$ cat src/rtl/core/rc4_pkg.sv
`timescale 1ns / 1ps

package rc4_pkg;

	localparam int BYTE_W        = 8;
	localparam int BOX_DEPTH     = 256;
	localparam int BOX_AW        = $clog2(BOX_DEPTH);
	localparam int MAX_KEY_BYTES = 16;
	localparam int KEY_IDX_W     = $clog2(MAX_KEY_BYTES);
	localparam int KEY_W         = 64;
	localparam int LEN_W         = 5;
	localparam int CFG_IDX_W     = 2;

	typedef logic [BYTE_W-1:0] byte_t;
	typedef logic [BOX_AW-1:0] box_addr_t;

	localparam logic [CFG_IDX_W-1:0] REG_KEY_LO  = 2'd0;
	localparam logic [CFG_IDX_W-1:0] REG_KEY_HI  = 2'd1;
	localparam logic [CFG_IDX_W-1:0] REG_KEY_LEN = 2'd2;

	localparam logic [LEN_W-1:0] KEY_LEN_RST = 5'd16;

	localparam logic OP_REKEY = 1'b0;
	localparam logic OP_CRYPT = 1'b1;

	localparam logic [1:0] RD_A   = 2'd0;
	localparam logic [1:0] RD_INC = 2'd1;
	localparam logic [1:0] RD_B   = 2'd2;
	localparam logic [1:0] RD_T   = 2'd3;

	localparam logic WR_A = 1'b0;
	localparam logic WR_B = 1'b1;

	typedef struct packed {
		logic       ld_item;
		logic       clr_box;
		logic       rd_en;
		logic [1:0] rd_sel;
		logic       ld_a_inc;
		logic       ld_ab;
		logic       key_add;
		logic       ld_t;
		logic       wr_en;
		logic       wr_sel;
		logic       crypt_done;
		logic       ks_step;
		logic       ks_done;
	} dp_cmd_t;

	typedef struct packed {
		logic out_free;
		logic k_last;
	} dp_sts_t;

endpackage

$ cat src/rtl/core/rc4_if.sv
`timescale 1ns / 1ps

interface rc4_in_if;
	logic           valid;
	logic           ready;
	logic           opcode;
	rc4_pkg::byte_t data_in;
	logic           in_last;

	modport source (output valid, output opcode, output data_in, output in_last, input ready);
	modport sink (input valid, input opcode, input data_in, input in_last, output ready);
endinterface

interface rc4_out_if;
	logic           valid;
	logic           ready;
	rc4_pkg::byte_t data_out;
	logic           out_last;

	modport source (output valid, output data_out, output out_last, input ready);
	modport sink (input valid, input data_out, input out_last, output ready);
endinterface

interface rc4_cfg_if;
	logic                             valid;
	logic                             ready;
	logic [rc4_pkg::CFG_IDX_W-1:0]    index;
	logic [rc4_pkg::KEY_W-1:0]        data;

	modport source (output valid, output index, output data, input ready);
	modport sink (input valid, input index, input data, output ready);
endinterface

$ cat src/rtl/core/rc4_ram.sv
`timescale 1ns / 1ps

module rc4_ram #(
	parameter int WIDTH = 8,
	parameter int DEPTH = 256
) (
	input  logic                     clk,
	input  logic                     wr_en,
	input  logic [$clog2(DEPTH)-1:0] wr_addr,
	input  logic [WIDTH-1:0]         wr_data,
	input  logic                     rd_en,
	input  logic [$clog2(DEPTH)-1:0] rd_addr,
	output logic [WIDTH-1:0]         rd_data
);

	logic [WIDTH-1:0] mem_q [DEPTH];

	always_ff @(posedge clk) begin
		if (wr_en) begin
			mem_q[wr_addr] <= wr_data;
		end
		if (rd_en) begin
			rd_data <= mem_q[rd_addr];
		end
	end

endmodule

$ cat src/rtl/core/rc4_ctrl.sv
`timescale 1ns / 1ps

module rc4_ctrl (
	input  logic             clk,
	input  logic             arst_n,
	input  logic             req_valid,
	input  logic             req_opcode,
	output logic             req_ready,
	input  rc4_pkg::dp_sts_t sts,
	output rc4_pkg::dp_cmd_t cmd
);
	import rc4_pkg::*;

	localparam logic [2:0] ST_IDLE  = 3'd0;
	localparam logic [2:0] ST_C_RDB = 3'd1;
	localparam logic [2:0] ST_C_WRA = 3'd2;
	localparam logic [2:0] ST_C_WRB = 3'd3;
	localparam logic [2:0] ST_K_RDA = 3'd4;
	localparam logic [2:0] ST_K_RDB = 3'd5;
	localparam logic [2:0] ST_K_WRA = 3'd6;
	localparam logic [2:0] ST_K_WRB = 3'd7;

	logic [2:0] state_q;
	logic [2:0] state_d;

	always_comb begin
		cmd       = '0;
		state_d   = state_q;
		req_ready = (state_q == ST_IDLE);
		case (state_q)
			ST_IDLE: begin
				if (req_valid) begin
					cmd.ld_item = 1'b1;
					if (req_opcode == OP_CRYPT) begin
						cmd.rd_en    = 1'b1;
						cmd.rd_sel   = RD_INC;
						cmd.ld_a_inc = 1'b1;
						state_d      = ST_C_RDB;
					end else begin
						cmd.clr_box = 1'b1;
						state_d     = ST_K_RDA;
					end
				end
			end
			ST_C_RDB: begin
				cmd.rd_en  = 1'b1;
				cmd.rd_sel = RD_B;
				cmd.ld_ab  = 1'b1;
				state_d    = ST_C_WRA;
			end
			ST_C_WRA: begin
				cmd.wr_en  = 1'b1;
				cmd.wr_sel = WR_A;
				cmd.rd_en  = 1'b1;
				cmd.rd_sel = RD_T;
				cmd.ld_t   = 1'b1;
				state_d    = ST_C_WRB;
			end
			ST_C_WRB: begin
				// hold until the result register can take the byte
				if (sts.out_free) begin
					cmd.wr_en      = 1'b1;
					cmd.wr_sel     = WR_B;
					cmd.crypt_done = 1'b1;
					state_d        = ST_IDLE;
				end
			end
			ST_K_RDA: begin
				cmd.rd_en  = 1'b1;
				cmd.rd_sel = RD_A;
				state_d    = ST_K_RDB;
			end
			ST_K_RDB: begin
				cmd.rd_en   = 1'b1;
				cmd.rd_sel  = RD_B;
				cmd.ld_ab   = 1'b1;
				cmd.key_add = 1'b1;
				state_d     = ST_K_WRA;
			end
			ST_K_WRA: begin
				cmd.wr_en  = 1'b1;
				cmd.wr_sel = WR_A;
				state_d    = ST_K_WRB;
			end
			ST_K_WRB: begin
				cmd.wr_en   = 1'b1;
				cmd.wr_sel  = WR_B;
				cmd.ks_step = 1'b1;
				if (sts.k_last) begin
					cmd.ks_done = 1'b1;
					state_d     = ST_IDLE;
				end else begin
					state_d = ST_K_RDA;
				end
			end
			default: begin
				state_d = ST_IDLE;
			end
		endcase
	end

	always_ff @(posedge clk or negedge arst_n) begin
		if (!arst_n) begin
			state_q <= ST_IDLE;
		end else begin
			state_q <= state_d;
		end
	end

endmodule

$ cat src/rtl/core/rc4_dp.sv
`timescale 1ns / 1ps

module rc4_dp (
	input  logic                           clk,
	input  logic                           arst_n,
	input  rc4_pkg::dp_cmd_t               cmd,
	output rc4_pkg::dp_sts_t               sts,
	input  rc4_pkg::byte_t                 req_data_in,
	input  logic                           req_in_last,
	input  logic                           cfg_valid,
	input  logic [rc4_pkg::CFG_IDX_W-1:0]  cfg_index,
	input  logic [rc4_pkg::KEY_W-1:0]      cfg_data,
	input  logic                           rsp_ready,
	output logic                           rsp_valid,
	output rc4_pkg::byte_t                 rsp_data_out,
	output logic                           rsp_out_last
);
	import rc4_pkg::*;

	logic [KEY_W-1:0]     key_lo_q;
	logic [KEY_W-1:0]     key_hi_q;
	logic [LEN_W-1:0]     key_len_q;
	logic [LEN_W-1:0]     len_last;
	logic [2*KEY_W-1:0]   key_vec;
	byte_t                key_byte;
	byte_t                key_term;
	logic [KEY_IDX_W-1:0] kidx_q;

	box_addr_t            i_q;
	box_addr_t            j_q;
	box_addr_t            a_q;
	box_addr_t            b_q;
	box_addr_t            t_q;
	byte_t                va_q;
	byte_t                vb_q;
	logic [BOX_DEPTH-1:0] box_vld_q;

	box_addr_t            rd_addr;
	box_addr_t            rd_addr_q;
	logic                 rd_vld_q;
	byte_t                ram_rdata;
	byte_t                rd_val;
	box_addr_t            wr_addr;
	byte_t                wr_data;
	box_addr_t            b_n;
	box_addr_t            t_n;
	byte_t                ks;

	byte_t                data_q;
	logic                 last_q;
	logic                 out_valid_q;
	byte_t                data_out_q;
	logic                 out_last_q;

	// an entry never written since the last rekey holds its own index
	assign rd_val   = rd_vld_q ? ram_rdata : rd_addr_q;
	assign key_vec  = {key_hi_q, key_lo_q};
	assign key_byte = key_vec[{kidx_q, 3'b000} +: BYTE_W];
	assign key_term = cmd.key_add ? key_byte : '0;
	assign b_n      = j_q + rd_val + key_term;
	assign t_n      = va_q + rd_val;

	always_comb begin
		if (key_len_q == '0) begin
			len_last = '0;
		end else if (key_len_q > LEN_W'(MAX_KEY_BYTES)) begin
			len_last = LEN_W'(MAX_KEY_BYTES - 1);
		end else begin
			len_last = key_len_q - 1'b1;
		end
	end

	always_comb begin
		case (cmd.rd_sel)
			RD_A:    rd_addr = a_q;
			RD_INC:  rd_addr = i_q + 8'd1;
			RD_B:    rd_addr = b_n;
			RD_T:    rd_addr = t_n;
			default: rd_addr = a_q;
		endcase
	end

	assign wr_addr = (cmd.wr_sel == WR_B) ? b_q : a_q;
	assign wr_data = (cmd.wr_sel == WR_B) ? va_q : rd_val;

	// the read at t ran before the swap finished; patch it from the swapped values
	always_comb begin
		if (t_q == b_q) begin
			ks = va_q;
		end else if (t_q == a_q) begin
			ks = vb_q;
		end else begin
			ks = rd_val;
		end
	end

	rc4_ram #(
		.WIDTH(BYTE_W),
		.DEPTH(BOX_DEPTH)
	) u_box (
		.clk    (clk),
		.wr_en  (cmd.wr_en),
		.wr_addr(wr_addr),
		.wr_data(wr_data),
		.rd_en  (cmd.rd_en),
		.rd_addr(rd_addr),
		.rd_data(ram_rdata)
	);

	always_ff @(posedge clk or negedge arst_n) begin
		if (!arst_n) begin
			key_lo_q    <= '0;
			key_hi_q    <= '0;
			key_len_q   <= KEY_LEN_RST;
			i_q         <= '0;
			j_q         <= '0;
			box_vld_q   <= '0;
			out_valid_q <= 1'b0;
		end else begin
			if (cfg_valid) begin
				case (cfg_index)
					REG_KEY_LO:  key_lo_q  <= cfg_data;
					REG_KEY_HI:  key_hi_q  <= cfg_data;
					REG_KEY_LEN: key_len_q <= cfg_data[LEN_W-1:0];
					default:     ;
				endcase
			end
			if (cmd.clr_box) begin
				box_vld_q <= '0;
			end else if (cmd.wr_en) begin
				box_vld_q[wr_addr] <= 1'b1;
			end
			if (cmd.clr_box || cmd.ks_done) begin
				i_q <= '0;
				j_q <= '0;
			end else if (cmd.crypt_done) begin
				i_q <= a_q;
				j_q <= b_q;
			end else if (cmd.ks_step) begin
				j_q <= b_q;
			end
			if (cmd.crypt_done) begin
				out_valid_q <= 1'b1;
			end else if (rsp_ready) begin
				out_valid_q <= 1'b0;
			end
		end
	end

	always_ff @(posedge clk) begin
		if (cmd.clr_box) begin
			a_q    <= '0;
			kidx_q <= '0;
		end else if (cmd.ld_a_inc) begin
			a_q <= i_q + 8'd1;
		end else if (cmd.ks_step) begin
			a_q <= a_q + 8'd1;
			if (kidx_q == len_last[KEY_IDX_W-1:0]) begin
				kidx_q <= '0;
			end else begin
				kidx_q <= kidx_q + 1'b1;
			end
		end
		if (cmd.ld_ab) begin
			va_q <= rd_val;
			b_q  <= b_n;
		end
		if (cmd.ld_t) begin
			vb_q <= rd_val;
			t_q  <= t_n;
		end
		if (cmd.rd_en) begin
			rd_addr_q <= rd_addr;
			rd_vld_q  <= box_vld_q[rd_addr];
		end
		if (cmd.ld_item) begin
			data_q <= req_data_in;
			last_q <= req_in_last;
		end
		if (cmd.crypt_done) begin
			data_out_q <= data_q ^ ks;
			out_last_q <= last_q;
		end
	end

	assign sts.out_free = !out_valid_q || rsp_ready;
	assign sts.k_last   = (a_q == box_addr_t'(BOX_DEPTH - 1));

	assign rsp_valid    = out_valid_q;
	assign rsp_data_out = data_out_q;
	assign rsp_out_last = out_last_q;

endmodule

$ cat src/rtl/core/rc4_stream_cipher.sv
`timescale 1ns / 1ps

// Channel  Dir   Payload                      Transfer when
// req      in    opcode, data_in, in_last     req.valid && req.ready
// rsp      out   data_out, out_last           rsp.valid && rsp.ready
// cfg      in    index, data                  cfg.valid && cfg.ready
//
// Crypt byte: the dependent box reads at i, j and t plus the swap writes run through C_RDB,
// C_WRA and C_WRB; the result is registered in C_WRB; the next byte is taken in idle.
// Rekey: valid bits cleared at the transfer, then four RAM accesses per key-schedule swap.
// Reset: box reads as identity via per-entry valid bits, indices zero, key length 16.
// Stall: a result waits in the output register; the next crypt holds its last step
// while that register is full and not taken. cfg.ready is always high.

module rc4_stream_cipher (
	input logic clk,
	input logic arst_n,
	rc4_in_if.sink    req,
	rc4_out_if.source rsp,
	rc4_cfg_if.sink   cfg
);
	import rc4_pkg::*;

	dp_cmd_t cmd;
	dp_sts_t sts;

	assign cfg.ready = 1'b1;

	rc4_ctrl u_ctrl (
		.clk       (clk),
		.arst_n    (arst_n),
		.req_valid (req.valid),
		.req_opcode(req.opcode),
		.req_ready (req.ready),
		.sts       (sts),
		.cmd       (cmd)
	);

	rc4_dp u_dp (
		.clk         (clk),
		.arst_n      (arst_n),
		.cmd         (cmd),
		.sts         (sts),
		.req_data_in (req.data_in),
		.req_in_last (req.in_last),
		.cfg_valid   (cfg.valid),
		.cfg_index   (cfg.index),
		.cfg_data    (cfg.data),
		.rsp_ready   (rsp.ready),
		.rsp_valid   (rsp.valid),
		.rsp_data_out(rsp.data_out),
		.rsp_out_last(rsp.out_last)
	);

	a_no_box_write_idle: assert property (@(posedge clk) disable iff (!arst_n)
		cmd.wr_en |-> !req.ready)
		else $error("box write while idle");

	a_no_result_overwrite: assert property (@(posedge clk) disable iff (!arst_n)
		cmd.crypt_done |-> (!rsp.valid || rsp.ready))
		else $error("pending result overwritten");

	a_rekey_on_transfer: assert property (@(posedge clk) disable iff (!arst_n)
		cmd.clr_box |-> (req.valid && req.ready && req.opcode == OP_REKEY))
		else $error("box cleared without rekey transfer");

	a_result_follows: assert property (@(posedge clk) disable iff (!arst_n)
		cmd.crypt_done |=> rsp.valid)
		else $error("crypt finished without result");

endmodule
$ cat src/flat_wrapper.sv
// flat-port wrapper written by rule: the top's interface ports become plain ports
module rc4_stream_cipher_flat import rc4_pkg::*;
  (clk, arst_n, req_valid, req_opcode, req_data_in, req_in_last, req_ready, rsp_valid, rsp_data_out, rsp_out_last, rsp_ready, cfg_valid, cfg_index, cfg_data, cfg_ready);
  rc4_in_if req_i ();
  rc4_out_if rsp_i ();
  rc4_cfg_if cfg_i ();
  input logic clk;
  input logic arst_n;
  input wire logic [$bits(req_i.valid)-1:0] req_valid;
  input wire logic [$bits(req_i.opcode)-1:0] req_opcode;
  input wire logic [$bits(req_i.data_in)-1:0] req_data_in;
  input wire logic [$bits(req_i.in_last)-1:0] req_in_last;
  output wire logic [$bits(req_i.ready)-1:0] req_ready;
  output wire logic [$bits(rsp_i.valid)-1:0] rsp_valid;
  output wire logic [$bits(rsp_i.data_out)-1:0] rsp_data_out;
  output wire logic [$bits(rsp_i.out_last)-1:0] rsp_out_last;
  input wire logic [$bits(rsp_i.ready)-1:0] rsp_ready;
  input wire logic [$bits(cfg_i.valid)-1:0] cfg_valid;
  input wire logic [$bits(cfg_i.index)-1:0] cfg_index;
  input wire logic [$bits(cfg_i.data)-1:0] cfg_data;
  output wire logic [$bits(cfg_i.ready)-1:0] cfg_ready;
  assign req_i.valid = req_valid;
  assign req_i.opcode = req_opcode;
  assign req_i.data_in = req_data_in;
  assign req_i.in_last = req_in_last;
  assign req_ready = req_i.ready;
  assign rsp_valid = rsp_i.valid;
  assign rsp_data_out = rsp_i.data_out;
  assign rsp_out_last = rsp_i.out_last;
  assign rsp_i.ready = rsp_ready;
  assign cfg_i.valid = cfg_valid;
  assign cfg_i.index = cfg_index;
  assign cfg_i.data = cfg_data;
  assign cfg_ready = cfg_i.ready;
  rc4_stream_cipher u_core (.clk(clk), .arst_n(arst_n), .req(req_i), .rsp(rsp_i), .cfg(cfg_i));
endmodule
$ cat config.mk
export PLATFORM = sky130hd
export DESIGN_NAME = rc4_stream_cipher_flat
export DESIGN_NICKNAME = d
export VERILOG_FILES = /design/src/rtl/core/rc4_pkg.sv /design/src/rtl/core/rc4_if.sv /design/src/rtl/core/rc4_ram.sv /design/src/rtl/core/rc4_ctrl.sv /design/src/rtl/core/rc4_dp.sv /design/src/rtl/core/rc4_stream_cipher.sv /design/src/flat_wrapper.sv
export SDC_FILE = /design/constraint.sdc
export NUM_CORES = 2
export LEC_CHECK = 0
export BUFFER_PORTS_ARGS = -buffer_cell sky130_fd_sc_hd__buf_2
export CAP_MARGIN = 20
export CORE_ASPECT_RATIO = 1.4
export CORE_MARGIN = 3
export CORE_UTILIZATION = 55
export DETAILED_ROUTE_END_ITERATION = 8
export PLACE_DENSITY_LB_ADDON = 0.12
export SLEW_MARGIN = 20
export SYNTH_ARGS = -nofsm -noshare
export SYNTH_HDL_FRONTEND = slang
export SYNTH_SLANG_ARGS = --single-unit
$ cat constraint.sdc
create_clock -name clk -period 23.3 [get_ports clk]
set_clock_uncertainty 0.15 [all_clocks]
set_input_delay 0 -clock clk [delete_from_list [all_inputs] [get_ports clk]]
set_output_delay 0 -clock clk [all_outputs]
set_load 0.01 [all_outputs]
After elaboration in Yosys (flattened, before gate mapping)
Memories as Yosys holds them, arrays and structs flattened. A register that Yosys moved wholly into a read port is not among the register bits.
Index checks and enable logic that the tools add are counted.
{ "word_totals": {"register_bits": 480, "latchBits": 0, "ram_bits": 2048, "rom_bits": 0, "input_bits": 81, "output_inout_bits": 12, "n_memories": 1} }
{ "op_classes": {"addsub": 7, "mul": 0, "div": 0, "order_cmp": 4, "n_eq_ne": 18, "shift": 1, "muxes": 46, "bitwise_logic": 3, "reduce_logical": 20} }
{ "mem_list": {"columns": ["name", "depth", "word_bits", "rd", "rd_ports_with_merged_regs", "write_ports", "line_no", "source"], "rows": [
  ["u_core.u_dp.u_box.mem_q", 256, 8, 1, 1, 1, "rc4_ram.sv:16", "logic [WIDTH-1:0] mem_q [DEPTH];"]
]} }
{ "ops": {"columns": ["cell", "n"], "rows": [
  ["2-to-1 mux 256 bit", 2],
  ["bitwise OR 256 bit", 1],
  ["variable part select 128 x 8 -> 8 bit", 1],
  ["2-to-1 mux 8 bit", 13],
  ["case mux 8 bit (4 select lines)", 1],
  ["adder 8 bit", 3],
  ["case mux 3 bit (8 select lines)", 1],
  ["less-than comparator 8 x 9 -> 1 bit, second input constant", 2],
  ["adder 8 x 1 -> 8 bit, second input constant", 2],
  ["equality test 8 bit", 2],
  ["2-to-1 mux 4 bit", 4],
  ["2-to-1 mux 3 bit", 5],
  ["2-to-1 mux 1 bit", 13],
  ["equality test 3 bit, second input constant", 4],
  ["case mux 3 bit (4 select lines)", 1],
  ["AND reduction 2 bit", 5],
  ["binary-select mux 1 bit (select 8 bit)", 1],
  ["demux 1 bit (select 8 bit)", 1],
  ["equality test 8 bit, second input constant", 1],
  [">= comparator 8 x 1 -> 1 bit, second input constant", 1],
  ["nonzero test 2 bit", 4],
  ["bitwise XOR 8 bit", 1],
  ["equality test 2 bit, second input constant", 3],
  ["equality test 3 x 2 -> 1 bit, second input constant", 2],
  ["20 further kinds", 25]
]} }

Logic depth before layout (Yosys ltp)
{ "logic_depth": {"word_depth": 12, "mapped_depth": 24} }

Modules after synthesis
A second synthesis with hierarchy kept.
{ "hier_totals": {"cells_unflattened": 5731, "area_unflattened_um2": 102497.1} }
{ "modules_own_cells": {"columns": ["mod", "n_inst", "cells_each", "area_each_um2", "seq_area_each_um2"], "rows": [
  ["rc4_ram", 1, 3733, 79636.4, 61739.2],
  ["rc4_dp", 1, 1962, 22527.9, 12172.9],
  ["rc4_ctrl", 1, 34, 321.6, 75.1],
  ["rc4_stream_cipher", 1, 2, 11.3, 0.0]
]} }

Worst setup path before layout
OpenSTA, ideal clock, no wires.
{ "synth_path": {"path_kind": "flip-flop to flip-flop", "from": "register u_core.u_ctrl.state_q[0]", "to": "memory u_core.u_dp.u_box.mem_q[0][0], data pin", "setup_ps": 1578, "arrival_time_ps": 8997, "path_slack_ps": 12574, "path_stages_with_launch": 11, "n_path_buf": 6, "synth_period_minus_slack_ps": 10726, "cell_sequence": "dfrtp_1 buf_6 clkbuf_1 and3_1 clkbuf_1 nor2_1 clkbuf_1 clkbuf_1 buf_1 nor2_1 a21oi_1"} }
{ "synth_via": {"elab_chain_cells": 4} }
{ "synth_rtl": {"columns": ["item", "line_no", "source"], "rows": [
  ["from (decl)", "rc4_ctrl.sv:23", "logic [2:0] state_q;"],
  ["from (signal assigned)", "rc4_ctrl.sv:106", "state_q <= state_d;"],
  ["equality test 3 bit or equality test 3 x 2 -> 1 bit (tied branches)", "rc4_ctrl.sv:30", "case (state_q)"],
  ["OR reduction 2 bit (no line)", null, null],
  ["case mux 2 bit (3 select lines) *", "rc4_ctrl.sv:30", null],
  ["2-to-1 mux 8 bit *", "rc4_dp.sv:84", "assign wr_data = (cmd.wr_sel == WR_B) ? va_q : rd_val;"],
  ["net u_core.u_dp.u_box.wr_data[0]", "rc4_ram.sv:10", "input logic [WIDTH-1:0] wr_data,"],
  ["to (decl)", "rc4_ram.sv:16", null]
]} }
Mark *: on every way through the listed nets, which the timed path passes. The rest lies on a longest branch.

Worst setup path in the final report
{ "layout_path": {"from": "register u_core.u_dp.kidx_q[0]", "to": "register u_core.u_dp.u_box.rd_data[1] (read register of u_core.u_dp.u_box.mem_q), data pin"} }
{ "layout_via": {"elab_chain_cells": 4} }
{ "layout_rtl": {"columns": ["item", "line_no", "source"], "rows": [
  ["from (decl)", "rc4_dp.sv:27", "logic [KEY_IDX_W-1:0] kidx_q;"],
  ["from (signal assigned)", "rc4_dp.sv:161", "kidx_q <= kidx_q + 1'b1;"],
  ["variable part select 128 x 8 -> 8 bit", "rc4_dp.sv:58", "assign key_byte = key_vec[{kidx_q, 3'b000} +: BYTE_W];"],
  ["2-to-1 mux 8 bit", "rc4_dp.sv:59", "assign key_term = cmd.key_add ? key_byte : '0;"],
  ["adder 8 bit", "rc4_dp.sv:60", "assign b_n = j_q + rd_val + key_term;"],
  ["net u_core.u_dp.b_n[2]", "rc4_dp.sv:45", "box_addr_t b_n;"],
  ["case mux 8 bit (4 select lines)", "rc4_dp.sv:74", "case (cmd.rd_sel)"],
  ["to (decl)", "rc4_ram.sv:13", "output logic [WIDTH-1:0] rd_data"]
]} }
The timed path passes the listed nets, and every way through them passes these cells.
A chain may end at the register's enable or synchronous reset.

==> flow_summary.yaml <==
outcome:
  outcome: "complete, no violations"
critical_path:
  start_kind: "flop"
  timing.reg2reg.worst_path_depth: 21
  worst-path-max-fanout: 110
  cp_common_cell: "buf_4"
  worst_setup_path_end_kind: "flop"
  critical_path_required_ns: 23.91
  crit_type: "flop to flop"
  series_of_cell_instances_along_the_critical_path: "buf_4 > mux4_2 > mux4_2 > and3_1 > fa_1 > ha_1 > fa_1 > a22o_1 > o31ai_4 > buf_12 > buf_4 > buf_4 > buf_4 > buf_4 > nand2_1 > and3_1 > a31oi_1 > a22oi_1 > a21oi_1 > o31a_1 > a22o_1"
  worst_path_dominant_cell_family: "buffers and inverters"
  worst_ep_arrival_time_ns: 10.06
  critical_path.n_buffers_inverters: 6
  crit_path_max_incr_delay_ns: 0.75
  timing.critical_path.slowest_stage_cell: "buf_4"
  worst-path-stages: 21
clock_network:
  clk_pin_slew_ns: 0.07
  clock-sinks: 2536
  worst_skew_pair_latency_ns: 0.89
  cts-buffers-inserted: 226
  ctsLongestPathBuffers: 3
  clockRootBuffer: "clkbuf_16"
  postCtsSetupRepairBufs: 0
  tritoncts: "built"
  htree_levels: 4
synthesis:
  synth_compound_area_share_pct: 4.62
  synth_adder_area_share_pct: 0.389
  syn_inst: 7970
  synth_seq_area_share_pct: 71.4
  yosys.cell_types.count: 86
  synth_edf_count: 2115
  ys_seq_elements: 2536
  yosys_warnings: 0
  postSynth.topFlopCell: "edfxtp_1"
  asyncSetResetFlopFracSynth_pct: 16.1
  netlist.top_cell.by_area: "edfxtp_1"
  yosys.area_share.simple_pct: 14.6
  post_synth_instance_area_um2: 104000
  synth_xor_area_share_pct: 0.414
  synth_top_cells_by_area: "edfxtp_1 (61%), dfrtp_1 (9.9%), nand2_1 (6.2%)"
  synth_top_family_by_area: "simple AND/OR/NAND/NOR gates"
  syn_area_per_cell_um2: 13.0
  mappedNetlistNets: 8077
  muxShareOfSynthArea_pct: 6.17
  yosys.area.top_type_share_pct: 61.3
grt:
  antenna_found_initial: 9
  grt_max_degree: 174
  first_global_vias: 66400
  global_route_usage_sum_pct: 31.5
  grt_remaining_overflow: 0
  global_route_wire_length_before_repair_um: 448000
placement:
  place_congestion: 0.922
  detailedPlacementHpwl_um: 182000
  place.port_buffers: 91
floorplanning:
  rows: 187
  top_level_ports: 93
  initial_utilization_pct: 55.6
  die_area_um2: 194000
  die_w_um: 373
  chipHeight_um: 520
  core_area_um2: 186000
timing:
  final.period_utilization_pct: 40.6
  final_period_minus_worst_setup_slack_ns: 9.45
  finalMaxSlewViolations: 0
  slew_hr_pct: 15.9
  report.final.hold_viol_count: 0
  worstMarginPinSlew_ns: 1.25
  report.final.setup_viol: 0
  tns_ns: 0
  maxClockFrequency_mhz: 106
  setup_repair_after_global_routing_missed_its_margin: "false"
  finalHoldWorstSlack_ns: 0.0809
route:
  drtAntennaViolNets: 0
  route.detailed.wl_per_inst_um: 28.7
  drt-initial-drc-count: 8794
  via_per_inst: 6.28
  vias: 67600
  detail_route.wirelength_um: 309000
  drt_pass1_iterations: 8
  remaining_drcs: 0
job:
  drv_cap: 0
layout:
  layout.nets: 8197
  areaGrowthSynthToFinish_pct: 11.7
  post_route_cells_drive_above_1_share_pct: 10.6
  most-common-layout-cells: "edfxtp_1 (2115), nand2_1 (1711), nor2_1 (835)"
  layout_commonest_cell: "edfxtp_1"
hold_path:
  worst_hold_path.num_cells: 4
  hp-class: "primary input to flop"
-- state kept, by name, indices dropped and copies added, names as in the netlist --
signal / cells
u_core.u_dp.a_q: 8
u_core.u_dp.rsp_valid: 1
u_core.u_dp.rd_addr_q: 8
u_core.u_dp.data_q: 8
u_core.u_dp.t_q: 8
u_core.u_dp.i_q: 8
u_core.u_dp.kidx_q: 4
u_core.u_dp.rd_vld_q: 1
u_core.u_dp.rsp_out_last: 1
u_core.u_dp.j_q: 8
u_core.u_dp.key_hi_q: 64
u_core.u_dp.u_box.rd_data: 8
u_core.u_dp.vb_q: 8
u_core.u_dp.key_lo_q: 64
u_core.u_dp.last_q: 1
u_core.u_dp.u_box.mem_q: 2048
u_core.u_dp.box_vld_q: 256
u_core.u_dp.rsp_data_out: 8
u_core.u_dp.b_q: 8
u_core.u_dp.key_len_q: 5
u_core.u_ctrl.state_q: 3
u_core.u_dp.va_q: 8
-- tightest hold or removal path, cell delays in order --
cell and delay, ns:
dlygate4sd3_1 0.53, buf_2 0.18, nand2b_1 0.27, nand2_1 0.10
-- kinds of logic after synthesis --
family,count (synthesis)
mux,514
simple gates,3605
buf+inv,541
compound gates,697
flops,2536
xor+xnor,49
other cells,1
fa+ha+maj,27
-- layout make-up --
| class | count | area, um2 |
|---|---|---|
| Antenna cell | 3 | 7.51 |
| Clock buffer | 320 | 6430 |
| Clock inverter | 114 | 1210 |
| Fill cell | 14000 | 70700 |
| Inverter | 29 | 138 |
| Multi-Input combinational cell | 4893 | 27500 |
| Sequential cell | 2536 | 74000 |
| Tap cell | 2457 | 3070 |
| Timing Repair Buffer | 404 | 3450 |
-- layer usage --
metal	share of wire, %	vias up	routed length (um)	track usage, %
li1	-	29200	-	-
met1	37	34200	113000	40.1
met2	48	3452	148000	51.4
met3	8.9	750	27500	5.63
met4	6.5	6	20200	18.0
met5	0.013	-	39	0
-- path summary, 6_finish.rpt --
| kind | start | end | slack [ns] |
|---|---|---|---|
| worst min register to register | u_core.u_dp.last_q | u_core.u_dp.rsp_out_last | 0.33 |
| worst max-delay path | u_core.u_dp.kidx_q[0] | u_core.u_dp.u_box.rd_data[1] | 13.85 |
| worst max register to register | u_core.u_dp.kidx_q[0] | u_core.u_dp.u_box.rd_data[1] | 13.85 |
| max in group asynchronous | arst_n | u_core.u_dp.box_vld_q[151] | 20.97 |
| min in group asynchronous | arst_n | u_core.u_dp.box_vld_q[38] | 0.23 |
| worst min-delay path | req_opcode | u_core.u_ctrl.state_q[2] | 0.08 |
-- cells in the mapped netlist (18+ instances only) --
master and n:
nand3_1 799, dfrtp_1 408, nand2_1 1716, mux2i_1 280, nand4_1 32, o22ai_1 67, xnor2_1 25, xor2_1 24
edfxtp_1 2115, nor2_1 840, clkbuf_1 225, buf_4 32, mux2_2 149, a211oi_1 40, and3_1 135, buf_2 209
nor3_1 18, buf_1 43, a21oi_1 137, o21ai_0 102, nor4_1 18, a31oi_1 88, a311oi_1 55, a32oi_1 27
inv_1 23, mux4_2 85
-- per-stage QoR --
| step | utilization (%) | area (um2) | setup WS [ns] | std cells |
|---|---|---|---|---|
| after CTS | 62.1 | 116000 | 13.86 | 10800 |
| after detailed placement | 57.0 | 106000 | 13.89 | 10100 |
| final | 62.1 | 116000 | 13.85 | 10800 |
| after global placement | 57.0 | 106000 | 13.70 | 10100 |
| after floorplan | - | 104000 | 12.57 | 7970 |
| after global routing | 62.1 | 116000 | 13.36 | 10800 |
-- timing repair --
action,in CTS,in global routing
hold buffers,175,0
resized for setup,0,0
endpoints found under the hold margin,568,0
Power is left out: the tool's default activity adds up to more than one toggle a clock period on the data nets, which glitch-free logic cannot reach.
